===== config.mk =====
export PLATFORM = sky130hd
export DESIGN_NAME = oit_datapath
export DESIGN_NICKNAME = d
export VERILOG_FILES = /design/src/oit_pkg.sv /design/src/oit_datapath.sv
export SDC_FILE = /design/constraint.sdc
export NUM_CORES = 1
export LEC_CHECK = 0
export ABC_AREA = 0
export BUFFER_PORTS_ARGS = -buffer_cell sky130_fd_sc_hd__buf_2
export CAP_MARGIN = 20
export CORE_UTILIZATION = 50
export DETAILED_ROUTE_END_ITERATION = 8
export GPL_ROUTABILITY_DRIVEN = 0
export PLACE_DENSITY = 0.73
export SETUP_SLACK_MARGIN = 0.2
export SLEW_MARGIN = 10
export SYNTH_ARGS = -nofsm -noshare
export SYNTH_HDL_FRONTEND = slang
export SYNTH_SLANG_ARGS = --single-unit
export TNS_END_PERCENT = 30

===== constraint.sdc =====
create_clock -name i_clk -period 10.32 [get_ports i_clk]
set_input_delay 0.516 -clock i_clk [delete_from_list [all_inputs] [get_ports i_clk]]
set_output_delay 0.516 -clock i_clk [all_outputs]
set_load 0.01 [all_outputs]

===== src/oit_pkg.sv =====
// Shared types and constants of the indentation tokenizer.
`default_nettype none

package oit_pkg;

    localparam int LINE_W   = 20;
    localparam int TAB_STOP = 4;

    localparam logic [7:0] CHAR_SPACE = 8'h20;
    localparam logic [7:0] CHAR_TAB   = 8'h09;
    localparam logic [7:0] CHAR_NL    = 8'h0A;
    localparam logic [7:0] CHAR_HASH  = 8'h23;

    typedef enum logic [2:0] {
        KIND_INDENT   = 3'd0,
        KIND_DEDENT   = 3'd1,
        KIND_NEWLINE  = 3'd2,
        KIND_EOF      = 3'd3,
        KIND_DEEP     = 3'd4,
        KIND_MISMATCH = 3'd5
    } t_kind;

    typedef enum logic [1:0] {
        SCAN_START,
        SCAN_BODY,
        SCAN_COMMENT
    } t_scan;

    typedef enum logic [1:0] {
        ST_IDLE,
        ST_POP_WAIT,
        ST_POP_STEP,
        ST_BURST
    } t_state;

    typedef struct packed {
        logic accept;
        logic pop_step;
        logic emit;
    } t_cmd;

    typedef struct packed {
        logic out_busy;
        logic eot;
        logic pop_start;
        logic pop_again;
        logic burst_last;
    } t_status;

endpackage

`default_nettype wire


===== src/oit_datapath.sv =====
// Scan state, indent level stack, pop and burst counters, token output register.
`default_nettype none

module oit_datapath import oit_pkg::*; #(
    parameter int NEST_DEPTH = 32,
    parameter int COUNT_BITS = 16
) (
    input  wire logic              i_clk,
    input  wire logic              i_rst_n,
    input  wire t_cmd              i_cmd,
    input  wire logic [7:0]        i_text_byte,
    input  wire logic              i_in_literal,
    input  wire logic              i_end_of_text,
    input  wire logic              i_out_ready,
    output t_status                o_status,
    output logic                   o_out_valid,
    output t_kind                  o_token_kind,
    output logic [LINE_W-1:0]      o_line_number,
    output logic                   o_last_of_run
);

    localparam int TW = (NEST_DEPTH > 1) ? $clog2(NEST_DEPTH) : 1;

    t_scan                 r_scan, n_scan;
    logic [COUNT_BITS-1:0] r_count, n_count;
    logic [LINE_W-1:0]     r_line, n_line;
    logic [TW-1:0]         r_top, n_top;
    logic [COUNT_BITS-1:0] r_top_val, n_top_val;
    logic                  r_out_valid, n_out_valid;

    logic [TW-1:0]         r_pops, n_pops;
    logic                  r_mis, n_mis;
    logic                  r_eof, n_eof;
    logic [LINE_W-1:0]     r_tok_line, n_tok_line;
    t_kind                 r_kind, n_kind;
    logic [LINE_W-1:0]     r_oline, n_oline;
    logic                  r_last, n_last;

    logic [COUNT_BITS-1:0] r_mem [NEST_DEPTH];
    logic [COUNT_BITS-1:0] r_rd;
    logic                  mem_we;
    logic [TW-1:0]         mem_wa;
    logic [TW-1:0]         rd_addr;

    logic                  is_space, is_tab, is_nl, is_hash, byte_nl;
    logic                  content, body_nl, cnt_gt, cnt_lt, full;
    logic [LINE_W-1:0]     line_inc;
    logic [COUNT_BITS-1:0] count_inc, count_tab;
    logic [COUNT_BITS:0]   tab_sum;
    logic [COUNT_BITS-1:0] below;
    t_kind                 emit_kind;
    logic                  emit_last;

    // byte classes; a literal byte is never a blank, newline or comment mark (byte_nl still sees a literal newline)
    assign byte_nl  = (i_text_byte == CHAR_NL);
    assign is_space = !i_in_literal && (i_text_byte == CHAR_SPACE);
    assign is_tab   = !i_in_literal && (i_text_byte == CHAR_TAB);
    assign is_nl    = !i_in_literal && byte_nl;
    assign is_hash  = !i_in_literal && (i_text_byte == CHAR_HASH);

    assign content = (r_scan == SCAN_START) && !(is_space || is_tab || is_nl || is_hash);
    assign body_nl = (r_scan != SCAN_START) && (r_scan != SCAN_COMMENT) && is_nl;
    assign cnt_gt  = r_count > r_top_val;
    assign cnt_lt  = r_count < r_top_val;
    assign full    = (r_top == TW'(NEST_DEPTH - 1));

    assign line_inc  = (r_line == {LINE_W{1'b1}}) ? r_line : r_line + 1'b1;
    assign count_inc = (r_count == {COUNT_BITS{1'b1}}) ? r_count : r_count + 1'b1;
    assign tab_sum   = {1'b0, r_count & ~COUNT_BITS'(TAB_STOP - 1)}
                     + (COUNT_BITS + 1)'(TAB_STOP);
    assign count_tab = tab_sum[COUNT_BITS] ? {COUNT_BITS{1'b1}} : tab_sum[COUNT_BITS-1:0];

    // entry zero is always level 0 and lives in no memory word
    assign rd_addr = r_top - 1'b1;
    assign below   = (r_top == TW'(1)) ? '0 : r_rd;

    always_comb begin
        emit_kind = KIND_EOF;
        emit_last = 1'b1;
        if (r_mis) begin
            emit_kind = KIND_MISMATCH;
            emit_last = (r_pops == '0) && !r_eof;
        end else if (r_pops != '0) begin
            emit_kind = KIND_DEDENT;
            emit_last = (r_pops == TW'(1)) && !r_eof;
        end
    end

    assign o_status.out_busy   = r_out_valid;
    assign o_status.eot        = i_end_of_text;
    assign o_status.pop_start  = !i_end_of_text && content && cnt_lt;
    assign o_status.pop_again  = r_count < below;
    assign o_status.burst_last = emit_last;

    always_comb begin
        n_scan      = r_scan;
        n_count     = r_count;
        n_line      = r_line;
        n_top       = r_top;
        n_top_val   = r_top_val;
        n_pops      = r_pops;
        n_mis       = r_mis;
        n_eof       = r_eof;
        n_tok_line  = r_tok_line;
        n_kind      = r_kind;
        n_oline     = r_oline;
        n_last      = r_last;
        n_out_valid = r_out_valid && !i_out_ready;
        mem_we      = 1'b0;
        mem_wa      = r_top + 1'b1;

        if (i_cmd.accept) begin
            if (i_end_of_text) begin
                // close every open level, then end of text
                n_pops     = r_top;
                n_mis      = 1'b0;
                n_eof      = 1'b1;
                n_tok_line = r_line;
                n_top      = '0;
                n_top_val  = '0;
                n_scan     = SCAN_START;
                n_count    = '0;
            end else begin
                case (r_scan)
                    SCAN_START: begin
                        if (is_space) begin
                            n_count = count_inc;
                        end else if (is_tab) begin
                            n_count = count_tab;
                        end else if (is_nl) begin
                            n_line  = line_inc;
                            n_count = '0;
                        end else if (is_hash) begin
                            n_scan = SCAN_COMMENT;
                        end else begin
                            n_scan     = SCAN_BODY;
                            n_tok_line = r_line;
                            if (byte_nl) begin
                                n_line = line_inc;
                            end
                            if (cnt_gt) begin
                                n_out_valid = 1'b1;
                                n_oline     = r_line;
                                n_last      = 1'b1;
                                if (full) begin
                                    n_kind = KIND_DEEP;
                                end else begin
                                    n_kind    = KIND_INDENT;
                                    mem_we    = 1'b1;
                                    n_top     = r_top + 1'b1;
                                    n_top_val = r_count;
                                end
                            end else if (cnt_lt) begin
                                n_pops = '0;
                                n_mis  = 1'b0;
                                n_eof  = 1'b0;
                            end
                        end
                    end
                    SCAN_COMMENT: begin
                        if (byte_nl) begin
                            n_line  = line_inc;
                            n_count = '0;
                            n_scan  = SCAN_START;
                        end
                    end
                    default: begin
                        if (byte_nl) begin
                            n_line = line_inc;
                        end
                        if (body_nl) begin
                            n_out_valid = 1'b1;
                            n_kind      = KIND_NEWLINE;
                            n_oline     = line_inc;
                            n_last      = 1'b1;
                            n_scan      = SCAN_START;
                            n_count     = '0;
                        end
                    end
                endcase
            end
        end

        if (i_cmd.pop_step) begin
            n_top     = r_top - 1'b1;
            n_top_val = below;
            n_pops    = r_pops + 1'b1;
            n_mis     = (r_count != below);
        end

        if (i_cmd.emit) begin
            n_out_valid = 1'b1;
            n_kind      = emit_kind;
            n_oline     = r_tok_line;
            n_last      = emit_last;
            if (r_mis) begin
                n_mis = 1'b0;
            end else if (r_pops != '0) begin
                n_pops = r_pops - 1'b1;
            end else begin
                n_eof = 1'b0;
            end
        end
    end

    always_ff @(posedge i_clk) begin
        if (!i_rst_n) begin
            r_scan      <= SCAN_START;
            r_count     <= '0;
            r_line      <= LINE_W'(1);
            r_top       <= '0;
            r_top_val   <= '0;
            r_out_valid <= 1'b0;
        end else begin
            r_scan      <= n_scan;
            r_count     <= n_count;
            r_line      <= n_line;
            r_top       <= n_top;
            r_top_val   <= n_top_val;
            r_out_valid <= n_out_valid;
        end
    end

    always_ff @(posedge i_clk) begin
        r_pops     <= n_pops;
        r_mis      <= n_mis;
        r_eof      <= n_eof;
        r_tok_line <= n_tok_line;
        r_kind     <= n_kind;
        r_oline    <= n_oline;
        r_last     <= n_last;
    end

    always_ff @(posedge i_clk) begin
        if (mem_we) begin
            r_mem[mem_wa] <= r_count;
        end
        r_rd <= r_mem[rd_addr];
    end

    assign o_out_valid   = r_out_valid;
    assign o_token_kind  = r_kind;
    assign o_line_number = r_oline;
    assign o_last_of_run = r_last;

endmodule

`default_nettype wire


Word-level counts from Yosys, hierarchy flattened --
Memories as Yosys holds them, arrays and structs flattened. A register that Yosys moved wholly into a read port is not among the register bits. Cells that the tools add are included.
Word-level totals: memories kept 1, input bits 16, register bits 111, output and inout port bits 30, memory bits (writable) 512
Operators by class: multiplexer cells 144, add/sub/neg operators 7, reduce and logical (&&, ||, !) cells 37, order comparisons 3, bitwise gates (word level) 1, eq/ne operators 37
Memories:
- r_mem | depth 32, bits a word 16, rd ports 1, clocked after memory_dff 1, write ports 1, line oit_datapath.sv:39 | logic [COUNT_BITS-1:0] r_mem [NEST_DEPTH];
Operators by type and width (count):
- two-way mux 20 bit | 22
- two-way mux 16 bit | 19
- two-way mux 5 bit | 23
- two-way mux 1 bit | 55
- inequality test 3 bit, second input constant | 15
- one-hot mux 20 bit (2 select lines) | 1
- two-way mux 3 bit | 11
- less-than comparator 16 bit | 2
- one-hot mux 16 bit (2 select lines) | 1
- adder 20 x 1 -> 20 bit, second input constant | 1
- equality test 20 bit, second input constant | 1
- inequality test 2 bit, second input constant | 9
- adder 16 x 3 -> 17 bit, second input constant | 1
- adder 16 x 1 -> 16 bit, second input constant | 1
- equality test 16 bit, second input constant | 1
- equality test 8 x 4 -> 1 bit, second input constant | 2
- equality test 8 x 6 -> 1 bit, second input constant | 2
- > comparator 16 bit | 1
- two-way mux 2 bit | 8
- inequality test 16 bit | 1
- logical AND 1 bit | 12
- AND reduction 6 bit | 2
- adder 5 x 1 -> 5 bit, second input constant | 2
- equality test 5 x 1 -> 1 bit, second input constant | 2
- other kinds (20) | 34

Logic depth before layout (Yosys ltp) --
word-level depth 14, mapped depth 12, gate-level depth less buffers 11

Least setup slack after synthesis --
No wires, ideal clock.
kind register -> register, start register r_count[0], end memory r_mem[0][0] (enable), clock period less this slack 3.924 ns, stages on the path, launching flop included 10, setup slack 6.396 ns, required time 9.911 ns, arrival time 3.515 ns, cells stage by stage dfxtp_1 -> inv_1 -> ha_1 -> nor2b_1 -> o211ai_1 -> a2111o_1 -> nand3_1 -> clkbuf_1 -> nand4_1 -> nor3_1
Between the ends: cells in the longest elaborated chain, start to end 11
RTL lines:
- start, declared | line oit_datapath.sv:25 | logic [COUNT_BITS-1:0] r_count, n_count;
- start signal, assigned | line oit_datapath.sv:216 | r_count <= n_count;
- > comparator 16 bit | line oit_datapath.sv:63 | assign cnt_gt = r_count > r_top_val;
- two-way mux 1 bit | line oit_datapath.sv:141 | if (cnt_gt) begin
- two-way mux 1 bit | line oit_datapath.sv:133 | end else if (is_hash) begin
- two-way mux 1 bit | line oit_datapath.sv:130 | end else if (is_nl) begin
- two-way mux 1 bit | line oit_datapath.sv:128 | end else if (is_tab) begin
- two-way mux 1 bit | line oit_datapath.sv:126 | if (is_space) begin
- two-way mux 1 bit | line oit_datapath.sv:124 | case (r_scan)
- two-way mux 1 bit | line oit_datapath.sv:113 | if (i_end_of_text) begin
- two-way mux 1 bit | line oit_datapath.sv:112 | if (i_cmd.accept) begin
- two-way mux 1 bit | line oit_datapath.sv:235 | if (mem_we) begin
- two-way mux 1 bit (implied by the code) | line oit_datapath.sv:236 | r_mem[mem_wa] <= r_count;
- end, declared | line oit_datapath.sv:39
No other way between the ends.

Final worst setup path --
start register r_top[0], end register r_rd[6], read port of r_mem
Between the ends: cells in the longest elaborated chain, start to end 1
RTL lines:
- start, declared | line oit_datapath.sv:27 | logic [TW-1:0] r_top, n_top;
- start signal, assigned | line oit_datapath.sv:218 | r_top <= n_top;
- subtractor 5 x 1 -> 5 bit | line oit_datapath.sv:74 | assign rd_addr = r_top - 1'b1;
- end, declared | line oit_datapath.sv:40 | logic [COUNT_BITS-1:0] r_rd;
No other way between the ends. A chain may end at the register's enable or synchronous reset.

==> impl_summary.log <==
INFO  metric yosys_warnings = 0
INFO  metric dp.final_hpwl = 38300 um
INFO  metric p_per_area = 193 nW/um^2
INFO  metric pint = 4.35 mW
INFO  metric layout_worst_path_cycle_share = 44.5%
INFO  metric fillers = 3933
INFO  metric reg2reg_setup_slack = 5.72 ns
INFO  metric max_freq = 218 MHz
INFO  metric cts_max_level = 2
INFO  metric muxShareOfSynthArea = 15.0%
INFO  metric pin_count = 46
INFO  metric clock_power_share = 36.6%
INFO  metric setup_viol_count_final = 0
INFO  metric final.setup.tns = 0 ns
INFO  metric p_sw_share = 25.1%
INFO  metric synth_enable_flop_cells = 556
INFO  metric io_buffers = 45
INFO  metric avgSynthCellArea = 16.4 um^2
INFO  metric grt_start_max_net_pins = 78
INFO  metric num-nets-final = 1781
INFO  metric crit_fanout = 48
INFO  metric cts.hold.buffers_added = 0
INFO  metric slew_headroom = 23.7%
INFO  metric grt_pass1_vias = 15000
INFO  metric report.final.hold_viol_count = 0
INFO  metric irDropWorstVdd = 135 uV
INFO  metric core_region_area = 53000 um^2
INFO  metric synthToLayoutAreaGrowth = 11.8%
INFO  metric grt_setup_unrepaired = false
INFO  metric synth-adder-area-share = 2.04%
INFO  metric fin_cells = 2456
INFO  metric tightest_slew = 1.14 ns
INFO  metric async_reset_ff_share = 0%
INFO  metric worstPathArrival = 5.12 ns
INFO  metric switching_power = 1.46 mW
INFO  metric antenna_violations_before_repair = 1
INFO  metric synth_cells = 1640
INFO  metric total_leakage_power = 10.8 nW
INFO  metric cp_slowest_stage_delay = 0.86 ns
INFO  metric place_inst = 2348
INFO  metric crit_path_cell_trace = buf_4 -> buf_4 -> nor3_1 -> xnor2_2 -> buf_4 -> mux4_2 -> mux2_2
INFO  metric synth_xor_xnor_area_share = 1.27%
INFO  metric cts.repair.resized = 0
INFO  metric most-common-layout-cells = 556 x edfxtp_1, 160 x mux4_2, 131 x nand2_1, 94 x nor2_1, 82 x dfxtp_1
INFO  metric cts_buffers = 59
INFO  metric p_seq_share = 50.2%
INFO  metric syn_nets = 1700
INFO  metric drt-pass1-iter-count = 6
INFO  metric die_height = 234 um
INFO  metric initialDrtViolationCount = 1960
INFO  metric critical_path.endpoint_type = flop
INFO  metric core.rowCount = 84
INFO  metric finalCriticalPeriod = 4.60 ns
INFO  metric post_synth_and_or_nand_nor_area_fraction = 7.46%
INFO  metric synth-seq-area-share = 68.1%
INFO  metric floorplan.die_area = 54900 um^2
INFO  metric clock-skew-final = 0.0487 ns
INFO  metric antenna_violating_nets_post_route = 0
INFO  metric synth_compound_area_share = 4.40%
INFO  metric drv_cap = 0
INFO  metric outcome = finished clean
INFO  metric globalRouteOverflowTotal = 0
INFO  metric route.final.wire_length = 65000 um
INFO  metric syn-cell-area = 27000 um^2
INFO  metric crit_path_frequent_cell = buf_4
INFO  metric finish.utilization = 57.0%
INFO  metric cell_type_group_with_the_largest_total_delay_on_the_critical_path = buffers and inverters
INFO  metric grt.total_usage = 24.2%
INFO  metric most_common_cell_after_layout_fill_and_taps_aside = edfxtp_1
INFO  metric tritoncts = done
INFO  metric cts_num_sinks = 639
INFO  metric post_cts.repair.setup_buffers = 0
INFO  metric cts-root-to-sink-buffers = 3
INFO  metric power.combinational.fraction = 13.2%
INFO  metric synth_seq_cells = 639
INFO  metric dr_total_vias = 15600
INFO  metric worst_path_max_delay_cell = buf_4
INFO  metric post_synth_num_cell_types = 70
INFO  metric yosys_most_used_dff = edfxtp_1
INFO  metric route.detailed.vias_per_inst = 6.36
INFO  metric drc_errors = 0
INFO  metric timing.critical_path.from_type = flop
INFO  metric clock-root-buffer = clkbuf_16
INFO  metric worstHoldPathType = in -> reg
INFO  metric timing.final.max_slew_violations = 0
INFO  metric worst-endpoint-required = 10.84 ns
INFO  metric worstSkewPairLatency = 0.65 ns
INFO  metric drive_above_1_share = 22.6%
INFO  metric synth_top_family_by_area = multiplexers
INFO  metric chipWidth = 234 um
INFO  metric initial_core_util = 50.9%
INFO  metric crit_type = reg -> reg
INFO  metric average_routed_wire_per_standard_cell = 26.5 um
INFO  metric grt_first_pass_wirelength = 96700 um
INFO  metric worst-path-buf-inv = 3
INFO  metric cts.reportedPaths.clkPinSlew = 0.07 ns
[cell usage after synthesis (all sizes together) (10+ instances only)]
master / n / share of area [%]
a21oi: 48 / 0.89
and3: 30 / 0.70
buf: 31 / 0.62
clkbuf: 56 / 0.78
dfxtp: 83 / 6.2
edfxtp: 556 / 62
ha: 44 / 2.0
inv: 23 / 0.32
mux2: 16 / 0.67
mux2i: 27 / 1.0
mux4: 160 / 13
nand2: 131 / 1.8
nand2b: 12 / 0.28
nand3: 41 / 0.76
nand4: 29 / 0.67
nor2: 97 / 1.4
nor3: 24 / 0.51
nor4: 10 / 0.31
o21ai: 69 / 1.3
xnor2: 15 / 0.49
xor2: 24 / 0.78
[sequential cells by signal, indices dropped and copies added (netlist names), 16 cells and up]
name	cells
r_count	16
r_line	20
o_line_number	20
r_rd	16
r_top_val	16
r_tok_line	20
r_mem	512
[worst paths after layout]
| check | to | cells past startpoint | startpoint |
|---|---|---|---|
| setup / recovery | r_rd[6] | 7 | r_top[0] |
| setup reg to reg | r_rd[6] | 7 | r_top[0] |
| hold reg to reg | r_top_val[8] | 2 | r_top_val[8] |
| hold / removal | o_out_valid | 4 | i_out_ready |
[kinds of logic after synthesis]
logic type,after synthesis
buffers and inverters,112
adder cells (fa/ha/maj),44
AO/OA/AOI/OAI,190
XOR/XNOR,39
AND/OR/NAND/NOR,413
multiplexers,203
flip-flops,639
[stage by stage]
step                      power, mW  area [um^2]  hold slack [ns]  setup WS (ns)
after floorplan                3.49        27000            0.406           6.40
after global routing           5.99        30200            0.278           5.35
after detailed placement       3.73        28300            0.453           5.64
after CTS                      5.83        30200            0.264           5.61
after global placement         3.71        28200            0.448           5.68
final                          5.81        30200            0.276           5.72
[power groups by stage]
stage,combinational [mW],sequential (mW),clock [mW]
floorplan,0.551,2.94,0
global placement,0.739,2.97,0
detailed placement,0.760,2.97,0
CTS,0.766,2.92,2.15
global route,0.820,2.92,2.25
finish,0.766,2.91,2.13
[layout make-up]
type / count / area, um^2 / area share (%)
Tap cell: 688 / 861 / 2.85
Clock buffer: 72 / 1570 / 5.19
Clock inverter: 35 / 328 / 1.09
Inverter: 25 / 93.8 / 0.311
Multi-Input combinational cell: 889 / 8220 / 27.2
Timing Repair Buffer: 107 / 738 / 2.45
Antenna cell: 1 / 2.50 / 0.00829
Sequential cell: 639 / 18400 / 60.9
[per-layer routing]
metal	track usage, %	vias up	share of wire, %
met1	35.2	7926	40
met5	0	-	0
met2	38.4	920	48
met3	3.67	109	9.1
li1	-	6665	-
met4	6.17	0	2.2
[tightest hold or removal path, delay by kind of cell]
family                 cells  cell delay [ns]
AND/OR/NAND/NOR            2             0.15
buffers and inverters      1             0.08
AO/OA/AOI/OAI              1             0.10
No activity file was read; power rests on OpenSTA's default activity.
