**src/oit_pkg.sv**
```systemverilog
// Shared types and constants of the indentation tokenizer.
`default_nettype none

package oit_pkg;

    localparam int LINE_W   = 20;
    localparam int TAB_STOP = 4;

    localparam logic [7:0] CHAR_SPACE = 8'h20;
    localparam logic [7:0] CHAR_TAB   = 8'h09;
    localparam logic [7:0] CHAR_NL    = 8'h0A;
    localparam logic [7:0] CHAR_HASH  = 8'h23;

    typedef enum logic [2:0] {
        KIND_INDENT   = 3'd0,
        KIND_DEDENT   = 3'd1,
        KIND_NEWLINE  = 3'd2,
        KIND_EOF      = 3'd3,
        KIND_DEEP     = 3'd4,
        KIND_MISMATCH = 3'd5
    } t_kind;

    typedef enum logic [1:0] {
        SCAN_START,
        SCAN_BODY,
        SCAN_COMMENT
    } t_scan;

    typedef enum logic [1:0] {
        ST_IDLE,
        ST_POP_WAIT,
        ST_POP_STEP,
        ST_BURST
    } t_state;

    typedef struct packed {
        logic accept;
        logic pop_step;
        logic emit;
    } t_cmd;

    typedef struct packed {
        logic out_busy;
        logic eot;
        logic pop_start;
        logic pop_again;
        logic burst_last;
    } t_status;

endpackage

`default_nettype wire

```
**src/oit_ctrl.sv**
```systemverilog
// Sequencer: byte intake, stack pop loop and token burst.
`default_nettype none

module oit_ctrl import oit_pkg::*; (
    input  wire logic    i_clk,
    input  wire logic    i_rst_n,
    input  wire logic    i_in_valid,
    input  wire logic    i_out_ready,
    input  wire t_status i_status,
    output logic         o_in_ready,
    output t_cmd         o_cmd
);

    t_state r_state, n_state;
    logic   out_free;
    logic   accept;

    // the output register can take a token this cycle
    assign out_free = !i_status.out_busy || i_out_ready;
    assign accept   = i_in_valid && (r_state == ST_IDLE) && out_free;

    always_comb begin
        n_state = r_state;
        unique case (r_state)
            ST_IDLE: begin
                if (accept && i_status.eot) begin
                    n_state = ST_BURST;
                end else if (accept && i_status.pop_start) begin
                    n_state = ST_POP_WAIT;
                end
            end
            ST_POP_WAIT: begin
                n_state = ST_POP_STEP;
            end
            ST_POP_STEP: begin
                n_state = i_status.pop_again ? ST_POP_WAIT : ST_BURST;
            end
            ST_BURST: begin
                if (out_free && i_status.burst_last) begin
                    n_state = ST_IDLE;
                end
            end
            default: begin
                n_state = ST_IDLE;
            end
        endcase
    end

    always_comb begin
        o_in_ready     = (r_state == ST_IDLE) && out_free;
        o_cmd.accept   = accept;
        o_cmd.pop_step = (r_state == ST_POP_STEP);
        o_cmd.emit     = (r_state == ST_BURST) && out_free;
    end

    always_ff @(posedge i_clk) begin
        if (!i_rst_n) begin
            r_state <= ST_IDLE;
        end else begin
            r_state <= n_state;
        end
    end

endmodule

`default_nettype wire

```
**config.mk**
```make
export PLATFORM = sky130hd
export DESIGN_NAME = oit_ctrl
export DESIGN_NICKNAME = d
export VERILOG_FILES = /design/src/oit_pkg.sv /design/src/oit_ctrl.sv
export SDC_FILE = /design/constraint.sdc
export NUM_CORES = 1
export LEC_CHECK = 0
export BUFFER_PORTS_ARGS = -buffer_cell sky130_fd_sc_hd__buf_2
export CORE_AREA = 4 4 41 43
export CTS_CLUSTER_SIZE = 40
export DETAILED_ROUTE_END_ITERATION = 8
export DIE_AREA = 0 0 45 47
export GPL_ROUTABILITY_DRIVEN = 0
export PLACE_DENSITY_LB_ADDON = 0.2
export SKIP_CTS_REPAIR_TIMING = 1
export SLEW_MARGIN = 20
export SYNTH_ARGS = -nofsm -noshare
export SYNTH_HDL_FRONTEND = slang
export SYNTH_SLANG_ARGS = --single-unit
export TNS_END_PERCENT = 10
```
**constraint.sdc**
```tcl
create_clock -name i_clk -period 1.2 [get_ports i_clk]
set_clock_uncertainty 0.15 [all_clocks]
set_input_delay 0.24 -clock i_clk [delete_from_list [all_inputs] [get_ports i_clk]]
set_output_delay 0.24 -clock i_clk [all_outputs]
set_load 0.01 [all_outputs]
```
# [Word level (Yosys, flattened, before mapping)]
# Index checks and enable logic that the tools add are counted.
[word_totals] wordCells=22 memories=0 register_bits=2 mem_bits_rw=0 romBits=0 latch_bits=0
[classes] n_bitwise=0 addsub=0 n_mux=5 shift=0 div_mod_pow=0 multipliers=0 reduce_logical=11 eq_ne=5 n_lt_le_gt_ge=0
[op_table] op="2-bit two-way mux" n=4
[op_table] op="2-bit case mux with 4 select lines" n=1
[op_table] op="1-bit logical AND" n=7
[op_table] op="2-bit equality test, second input constant" n=2
[op_table] op="3-bit != test, second input constant" n=1
[op_table] op="2-bit by 1-bit equality test with 1-bit output, second input constant" n=1
[op_table] op="2-bit zero test" n=1
[op_table] op="2-bit != test, second input constant" n=1
[op_table] op="2-bit AND reduction" n=1
[op_table] op="1-bit zero test" n=1
[op_table] op="1-bit logical OR" n=1

# [Longest topological paths before layout]
# Gate-level depths: netlist of the first run.
[logic_depth] ltp_word=7 mapped_depth=4 mapped_depth_nobuf=3

# [Least setup slack after synthesis of the first run]
# Ideal clock, no wire load.
[synth_timing] path_kind="reg2out" start="register r_state[0]" end="output o_cmd[2] (netlist name)" setup_slack_ns=0.106 path_stages_with_launch=5 arrival_time_ns=0.704 path_cell_list="dfxtp_1 -> nor2_1 -> nand3_1 -> inv_1 -> buf_4"
[synth_via] elab_chain_len=3
[synth_lines] item="start: declaration" line_no="oit_ctrl.sv:14" rtl="t_state r_state, n_state;"
[synth_lines] item="start signal: assignment" line_no="oit_ctrl.sv:60" rtl="r_state <= n_state;"
[synth_lines] item="2-bit zero test" line_no="oit_ctrl.sv:20" rtl="assign accept = i_in_valid && (r_state == ST_IDLE) && out_free;"
[synth_lines] item="1-bit logical AND (2 in series)" line_no="oit_ctrl.sv:20"
[synth_lines] item="end: declaration" line_no="oit_ctrl.sv:11" rtl="output t_cmd o_cmd"
# Every way passes these cells.

# [Final worst setup path of the first run]
[layout_timing] start="register r_state[1]" end="output o_in_ready"
[layout_via] elab_chain_len=2
[layout_lines] item="2-bit zero test" line_no="oit_ctrl.sv:50" rtl="o_in_ready = (r_state == ST_IDLE) && out_free;"
[layout_lines] item="1-bit logical AND" line_no="oit_ctrl.sv:50"
[layout_lines] item="end: declaration" line_no="oit_ctrl.sv:10" rtl="output logic o_in_ready,"
# Every way passes these cells.

==> results of run 1 <==
==> cell usage after synthesis <==
library cell,n,area share
sky130_fd_sc_hd__buf_4,1,0.050
sky130_fd_sc_hd__and2b_1,1,0.050
sky130_fd_sc_hd__and2_2,1,0.050
sky130_fd_sc_hd__nor2b_1,1,0.041
sky130_fd_sc_hd__nand3_1,1,0.033
sky130_fd_sc_hd__dfxtp_1,2,0.26
sky130_fd_sc_hd__nand2_1,2,0.050
sky130_fd_sc_hd__o21ai_0,2,0.066
sky130_fd_sc_hd__nor2_1,1,0.025
sky130_fd_sc_hd__o22ai_1,2,0.083
sky130_fd_sc_hd__and4_4,1,0.074
sky130_fd_sc_hd__nand2b_4,1,0.091
sky130_fd_sc_hd__and3_2,2,0.099
sky130_fd_sc_hd__inv_1,1,0.025
==> logic make-up after synthesis <==
kind of cell,Yosys count,synth area share
AO/OA/AOI/OAI,4,0.1487
buffers and inverters,2,0.07437
flip-flops,2,0.2645
AND/OR/NAND/NOR,11,0.5124
==> power breakdown <==
| group | switching (mW) | internal (mW) | total (mW) |
|---|---|---|---|
| clock network | 0.0370 | 0.110 | 0.147 |
| registers | 0.0158 | 0.0787 | 0.0945 |
| logic | 0.0464 | 0.0716 | 0.118 |
| total | 0.0991 | 0.261 | 0.360 |
==> routing by layer <==
layer,up-vias,part of all wire,wire [um]
li1,102,-,-
met1,94,0.30,150
met2,3,0.66,334
met3,0,0.040,20
met4,0,0,0
met5,-,0,0
==> how the worst min path moves through the flow <==
stage	to	slack, ns	cells past startpoint
after global routing	r_state[1]	0.14	3
after detailed placement	r_state[0]	0.38	2
after CTS	r_state[1]	0.14	3
final	r_state[1]	0.14	3
after floorplan	r_state[1]	0.24	2
after global placement	r_state[1]	0.38	3
==> worst max-delay path, stage by stage, from the launching register on <==
cell and delay (ns):
sky130_fd_sc_hd__dfxtp_4 0.37, sky130_fd_sc_hd__nor2_4 0.05, sky130_fd_sc_hd__and2_2 0.18, sky130_fd_sc_hd__buf_6 0.12
==> through the flow <==
stage                     area, um^2  setup TNS [ns]
after floorplan                151.4               0
after global placement         237.7               0
after detailed placement       237.7               0
after CTS                      260.3         -0.6708
after global routing           306.5         -0.5544
final                          306.5         -0.3979
==> cell type report <==
type	instances	area, um^2
clock buffer	3	22.52
fill	167	994.7
inverter	1	3.754
multi-input combinational	15	118.9
sequential	2	47.55
tap	15	18.77
timing repair buffer	15	95.09
==> flow_metrics.tcl, run 1 <==
set metrics [dict create \
    end_point_of_the_critical_path "o_in_ready" \
    detailroute.via_count 199 \
    cap_violations 0 \
    coreArea_um2 1301 \
    achievable-frequency_mhz 755.8 \
    failed_checks "negative setup slack" \
    worst-r2r-cell-count 5 \
    reg_top3 "r_state (2)" \
    postSynthCellCount 19 \
    maxSlewHeadroom 0.8691 \
    critPathArrivalTime_ns 0.93 \
    route.detailed.drc 0 \
    drt.antenna.violating_nets 0 \
    chipWidth_um 45 \
    routedWlPerCell_um 9.902 \
    post_route_cells_drive_above_1_share 0.7778 \
    min-delay-path-class "input pin to flop" \
    insertedDiodeCount 0 \
    cts-root-buf "sky130_fd_sc_hd__clkbuf_4" \
    ys_seq_elements 2 \
    setup_slack_ns -0.1230 \
    layout_commonest_cell "sky130_fd_sc_hd__buf_2" \
    finalCoreUtilization 0.2356 \
    synth.cell_area_um2 151.4 \
    cts_tree "yes" \
    largest_register_ffs 2 \
    crit_path_end_kind "output port" \
    met3_usage 0.01533 \
    total_power_uw 359.7 \
    timing.final.setup_violations 4 \
    remaining_global_route_overflow 0 \
    starting_density_of_the_core 0.1163 \
    num_io_pins 13 \
    gr-max-usage-layer "met2" \
    detailedRoute.firstIterationViolations 0 \
    cts.path.max_buffers 2 \
    die-area_um2 2115 \
    gr-usage-all-layers 0.04807 \
    place_inst 47 \
    grt_max_degree 7 \
    nets 47 \
    synth.avg_cell_area_um2 7.968 \
    first_global_vias 205 \
    top_reg_by_flops "r_state" \
    drt_pass1_iterations 1 \
    hold_slack_ns 0.1406 \
    synth_fp_nets 28 \
    crit-reg2reg-capture "r_state[0]" \
    r2r_start "r_state[1]" \
    groute.layer.met2.usage 0.08757 \
    timing.final.crit_share 1.103 \
    clk_pin_slew_ns 0.03 \
    worst_hold_path_startpoint "i_status[3]" \
    slew_viol_final 0 \
    htreeDepth 1 \
    via_cell_ratio 3.902 \
    area_delta_synth_final_pct 102.5 \
    clock-sinks 2 \
    vdd_drop_max_mv 0.4459 \
    tightest_slew_ns 0.1943 \
    worst_setup_path_start_kind "flop" \
    total_cts_buffers 3 \
    rsz_0062_raised_after_global_routing "yes" \
    port_buffers 12 \
    critical_path_required_ns 0.81 \
    power_leakage_nw 0.1574 \
    antenna_found_initial 0 \
    ys_warn_count 0 \
    grt_first_pass_wirelength_um 676 \
    timing_hold_violations_final 0 \
    rows 13 \
    synth_cell_types 14 \
    die_h_um 47 \
    reg2reg_slack_ns 0.05 \
    layout.cells.most_common_list "10 x sky130_fd_sc_hd__buf_2, 3 x sky130_fd_sc_hd__clkbuf_4, 3 x sky130_fd_sc_hd__buf_4" \
    fin_cells 51 \
    finalWirelength_um 505 \
    grtUsageMet1 0.03160 \
    ys_seq_area_frac 0.2645 \
    clkLatencyLatePin_ns 0.22 \
    outcome "finished with violations" \
    timing_worst_setup_path_type "flop to output port" \
    critical_path.startpoint "r_state[1]" \
    cp_max_fo 6 \
    power_density_nw_per_um2 1173 \
    pre_cts_slack_ns 0.0003790 \
    fin_crit_ns 1.323 \
]
Note: power is estimated with default switching activity, not from simulation.
==> run 2: changes to the inputs <==
- ABC_AREA: not set -> 1
==> flow_metrics.tcl, run 2 <==
set metrics [dict create \
    clk_pin_slew_ns 0.03 \
    fin_crit_ns 1.335 \
    worst-r2r-cell-count 6 \
    ys_seq_elements 2 \
    outcome "finished with violations" \
    power_density_nw_per_um2 1206 \
    min-delay-path-class "input pin to flop" \
    insertedDiodeCount 0 \
    grt_max_degree 5 \
    failed_checks "negative setup slack" \
    timing.final.setup_violations 4 \
    total_power_uw 331.8 \
    grt_first_pass_wirelength_um 724 \
    gr-usage-all-layers 0.05363 \
    synth_enable_flop_cells 0 \
    port_buffers 12 \
    area.sequential_um2 42.54 \
    synth_fp_nets 40 \
    first_global_vias 185 \
    critPathArrivalTime_ns 0.95 \
    ys_warn_count 0 \
    drt_pass1_iterations 4 \
    layout.cells.most_common_list "12 x sky130_fd_sc_hd__buf_2, 8 x sky130_fd_sc_hd__inv_1, 7 x sky130_fd_sc_hd__nand2_1" \
    cells_taking_the_most_area_after_synthesis "sky130_fd_sc_hd__dfxtp_1 23%, sky130_fd_sc_hd__inv_1 20%, sky130_fd_sc_hd__nand2_1 15%" \
    layout_commonest_cell "sky130_fd_sc_hd__buf_2" \
    largest_register_ffs 2 \
    synthMostInstantiatedCell "sky130_fd_sc_hd__inv_1" \
    setup_slack_ns -0.1354 \
    remaining_global_route_overflow 0 \
    crit_path_end_kind "output port" \
    reg_top3 "r_state (2)" \
    total_cts_buffers 3 \
    vdd_drop_max_mv 0.3885 \
    route.detailed.drc 0 \
    fillCellCount 166 \
    area_delta_synth_final_pct 60.58 \
    clkLatencyLatePin_ns 0.22 \
    via_cell_ratio 3.617 \
    synthTopCellsByCount "9 x sky130_fd_sc_hd__inv_1, 7 x sky130_fd_sc_hd__nand2_1, 5 x sky130_fd_sc_hd__nor2_1" \
    crit-reg2reg-capture "r_state[0]" \
    die_h_um 47 \
    cp_max_fo 3 \
    nets 56 \
    reg2reg_slack_ns 0.17 \
    synth.avg_cell_area_um2 5.529 \
    power_leakage_nw 0.1906 \
    ys_seq_area_frac 0.2336 \
    synth_ff_type "sky130_fd_sc_hd__dfxtp_1" \
    starting_density_of_the_core 0.1317 \
    multi_input_area_um2 97.59 \
    place_hpwl_um 376.1 \
    cts_tree "yes" \
    achievable-frequency_mhz 748.8 \
    clock-sinks 2 \
    postPlaceCellArea_um2 242.7 \
    stdcell_area_um2 275.3 \
    yosysTopAreaCellShare 0.2336 \
    end_point_of_the_critical_path "o_cmd[2]" \
    htreeDepth 1 \
    detailedRoute.firstIterationViolations 4 \
    post_route_cells_drive_above_1_share 0.5111 \
    cts-root-buf "sky130_fd_sc_hd__clkbuf_4" \
    routedWlPerCell_um 7.550 \
    rows 13 \
    chipWidth_um 45 \
    cap_violations 0 \
    coreArea_um2 1301 \
    synth_cell_types 10 \
    timing_worst_setup_path_type "flop to output port" \
    postSynthCellCount 31 \
    die-area_um2 2115 \
    top_reg_by_flops "r_state" \
    slew_viol_final 0 \
    rsz_0062_raised_after_global_routing "yes" \
    finalWirelength_um 453 \
    num_io_pins 13 \
    timing.final.crit_share 1.113 \
    drt.antenna.violating_nets 0 \
    synth_async_sr_flop_share 0 \
    synth_top_cell_by_area "sky130_fd_sc_hd__dfxtp_1" \
    r2r_start "r_state[1]" \
    maxSlewHeadroom 0.9269 \
    worst_setup_path_start_kind "flop" \
    timing_hold_violations_final 0 \
    worst_hold_path_startpoint "i_rst_n" \
    synth.cell_area_um2 171.4 \
    cts.path.max_buffers 2 \
    detailroute.via_count 217 \
    critical_path_required_ns 0.81 \
    tightest_slew_ns 0.1093 \
    antenna_found_initial 0 \
    critical_path.startpoint "r_state[1]" \
]
[run 2: cell count changes after synthesis, sizes merged, moves of 2 or more]
cell and delta:
inv +8, nand2 +6, o21ai -2, and3 -2, nand3 +2, o22ai -2, nor2 +6
[run 2: layout make-up]
cell class | count | share of cell area
repair buffers | 12 | 0.2182
well taps | 15 | 0.06818
multi-input cells | 19 | 0.3545
inverters | 9 | 0.1227
clock buffers | 3 | 0.08182
flip-flops and latches | 2 | 0.1545
[run 2: where the power goes]
group	total [mW]	internal (mW)	switching [mW]
sequential	0.0857	0.0765	0.00917
combinational	0.0981	0.0439	0.0542
clock	0.148	0.110	0.0378
total	0.332	0.231	0.101
[run 2: cells by family (layout without fill, tap and decap cells)]
family | Yosys count | count (layout) | synth area share
and+or+nand+nor | 19 | 19 | 0.5256
DFF | 2 | 2 | 0.2336
buffers and inverters | 10 | 24 | 0.2409
[run 2: critical path: stages, from the launching register on]
cell and delay [ns]:
sky130_fd_sc_hd__dfxtp_2 0.33, sky130_fd_sc_hd__nor2_4 0.13, sky130_fd_sc_hd__nand3_2 0.09, sky130_fd_sc_hd__inv_1 0.06
sky130_fd_sc_hd__buf_2 0.12
[run 2: metrics by stage]
step / util / worst slack (ns) / setup TNS, ns / hold slack [ns] / cells
4_1_cts: 0.2038 / -0.2148 / -0.6064 / 0.06220 / 60
2_1_floorplan: - / 0.1088 / 0 / 0.1876 / 31
5_1_grt: 0.2115 / -0.2170 / -0.7548 / 0.07383 / 60
3_3_place_gp: 0.1865 / 0.05033 / 0 / 0.2986 / 57
3_5_place_dp: 0.1865 / 0.03113 / 0 / 0.2985 / 57
6_report: 0.2115 / -0.1354 / -0.3987 / 0.07039 / 60
[run 2: worst min path at each step]
stage / to / depth (start not counted) / slack (ns)
floorplan: r_state[1] / 2 / 0.19
global placement: r_state[1] / 3 / 0.30
detailed placement: r_state[1] / 3 / 0.30
CTS: r_state[1] / 3 / 0.06
global route: r_state[1] / 3 / 0.07
finish: r_state[1] / 3 / 0.07
[run 2: per-layer routing]
layer	vias up	wire length, um	GRT usage
li1	116	-	-
met1	93	199	0.05882
met2	8	206	0.06497
met3	0	47	0.03831
met4	0	0	0.05263
met5	-	0	0
==> run 3: changes to the inputs <==
- SETUP_SLACK_MARGIN: not set -> 0.5
==> flow_metrics.tcl, run 3 (synthesis gave the netlist of run 2 again) <==
set metrics [dict create \
    grt_max_degree 5 \
    antenna_found_initial 0 \
    switching_power_uw 100.7 \
    via_cell_ratio 3.393 \
    route.layer.met1.wl_um 201 \
    starting_density_of_the_core 0.1317 \
    total_cts_buffers 3 \
    hold_slack_ns 0.07098 \
    maxSlewHeadroom 0.9234 \
    timing_hold_violations_final 0 \
    drt.antenna.violating_nets 0 \
    drt_pass1_iterations 2 \
    layout_commonest_cell "sky130_fd_sc_hd__buf_2" \
    timing_worst_setup_path_type "flop to output port" \
    total_power_uw 340.3 \
    clock-sinks 2 \
    first_global_vias 190 \
    setup_slack_ns -0.1190 \
    crit_path_end_kind "output port" \
    coreArea_um2 1301 \
    critPathArrivalTime_ns 0.93 \
    achievable-frequency_mhz 758.2 \
    crit_path_top_delay_cell "sky130_fd_sc_hd__dfxtp_2" \
    crit_family "flip-flops" \
    cap_violations 0 \
    slew_viol_final 0 \
    area_delta_synth_final_pct 68.61 \
    cts_tree "yes" \
    power_density_nw_per_um2 1177 \
    largest_register_ffs 2 \
    finalWirelength_um 439 \
    outcome "finished with violations" \
    nets 57 \
    timing.final.setup_violations 4 \
    postPlaceCellArea_um2 249.0 \
    total_internal_power_uw 239.6 \
    reg_top3 "r_state (2)" \
    detailroute.via_count 207 \
    cp_max_fo 3 \
    post_route_cells_drive_above_1_share 0.5435 \
    worst_path_largest_cell_delay_ns 0.33 \
    route.top_layer_used "met3" \
    dr_wl_met3_um 54 \
    cp.buffers_inverters 2 \
    tightest_slew_ns 0.1145 \
    clk_pin_slew_ns 0.03 \
    top_reg_by_flops "r_state" \
    worst_setup_path_start_kind "flop" \
    vdd_drop_max_mv 0.5388 \
    power_leakage_nw 0.1958 \
    routedWlPerCell_um 7.197 \
    timing.final.crit_share 1.099 \
    rows 13 \
    die_h_um 47 \
    place_hpwl_um 373.3 \
    route.detailed.drc 0 \
    rsz_0062_raised_after_global_routing "yes" \
    clkLatencyLatePin_ns 0.22 \
    stdcell_area_um2 289.0 \
    power.share.combinational 0.321 \
    failed_checks "negative setup slack" \
    min-delay-path-class "input pin to flop" \
    power_switching_share 0.2960 \
    remaining_global_route_overflow 0 \
    gr-usage-all-layers 0.04653 \
    place_inst 57 \
    power.sequential.fraction 0.251 \
    insertedDiodeCount 0 \
    die-area_um2 2115 \
    detailedRoute.firstIterationViolations 1 \
    layout.cells.most_common_list "11 x sky130_fd_sc_hd__buf_2, 7 x sky130_fd_sc_hd__inv_1, 7 x sky130_fd_sc_hd__nand2_1" \
    cts.path.max_buffers 2 \
    num_io_pins 13 \
    p_clk_frac 0.428 \
    crit_chain "nor2_4 > nand3_2 > inv_2 > buf_6" \
    critical_path_required_ns 0.81 \
    finalCoreUtilization 0.2221 \
    chipWidth_um 45 \
    cts-root-buf "sky130_fd_sc_hd__clkbuf_4" \
    route.met2.wl_um 183 \
    htreeDepth 1 \
    grt_first_pass_wirelength_um 676 \
    fin_cells 61 \
    port_buffers 12 \
    fin_crit_ns 1.319 \
]
==> run 3: cell types whose count changed in the layout (fill, tap and decap cells not counted), sizes merged <==
cell and change:
buf +1
==> run 3: path summary, 6_finish.rpt <==
check	slack, ns	end	cells after the start	startpoint
setup / recovery	-0.12	o_cmd[2]	4	r_state[0]
hold / removal	0.07	r_state[1]	3	i_rst_n
setup reg to reg	0.09	r_state[0]	6	r_state[0]
hold reg to reg	0.49	r_state[0]	4	r_state[1]
==> run 3: routing by layer <==
layer,global-route usage,up-vias
met5,0,-
met1,0.05882,80
met2,0.05932,8
met3,0.03448,0
li1,-,119
met4,0.01754,0
==> run 3: worst min-delay path, stage by stage <==
cell                      delay, ns
sky130_fd_sc_hd__buf_2         0.09
sky130_fd_sc_hd__nand2_1       0.05
sky130_fd_sc_hd__inv_1         0.04
==> run 3: layout make-up <==
class / instances / area (um^2)
fill: 161 / 1012
multi-input combinational: 19 / 97.59
timing repair buffer: 13 / 73.82
sequential: 2 / 42.54
inverter: 9 / 33.78
clock buffer: 3 / 22.52
tap: 15 / 18.77
==> run 3: through the flow <==
| step | TNS (ns) | setup slack, ns |
|---|---|---|
| global placement | 0 | 0.07579 |
| global route | -0.6487 | -0.1854 |
| floorplan | 0 | 0.1400 |
| finish | -0.3514 | -0.1190 |
| detailed placement | 0 | 0.06742 |
| CTS | -0.5921 | -0.1749 |
==> run 3: power by group through the flow <==
| stage | registers [mW] | clock network, mW | logic [mW] |
|---|---|---|---|
| floorplan | 0.0845 | 0 | 0.0699 |
| global placement | 0.0855 | 0 | 0.0980 |
| detailed placement | 0.0855 | 0 | 0.0978 |
| CTS | 0.0846 | 0.154 | 0.0985 |
| global route | 0.0870 | 0.160 | 0.126 |
| finish | 0.0854 | 0.146 | 0.109 |
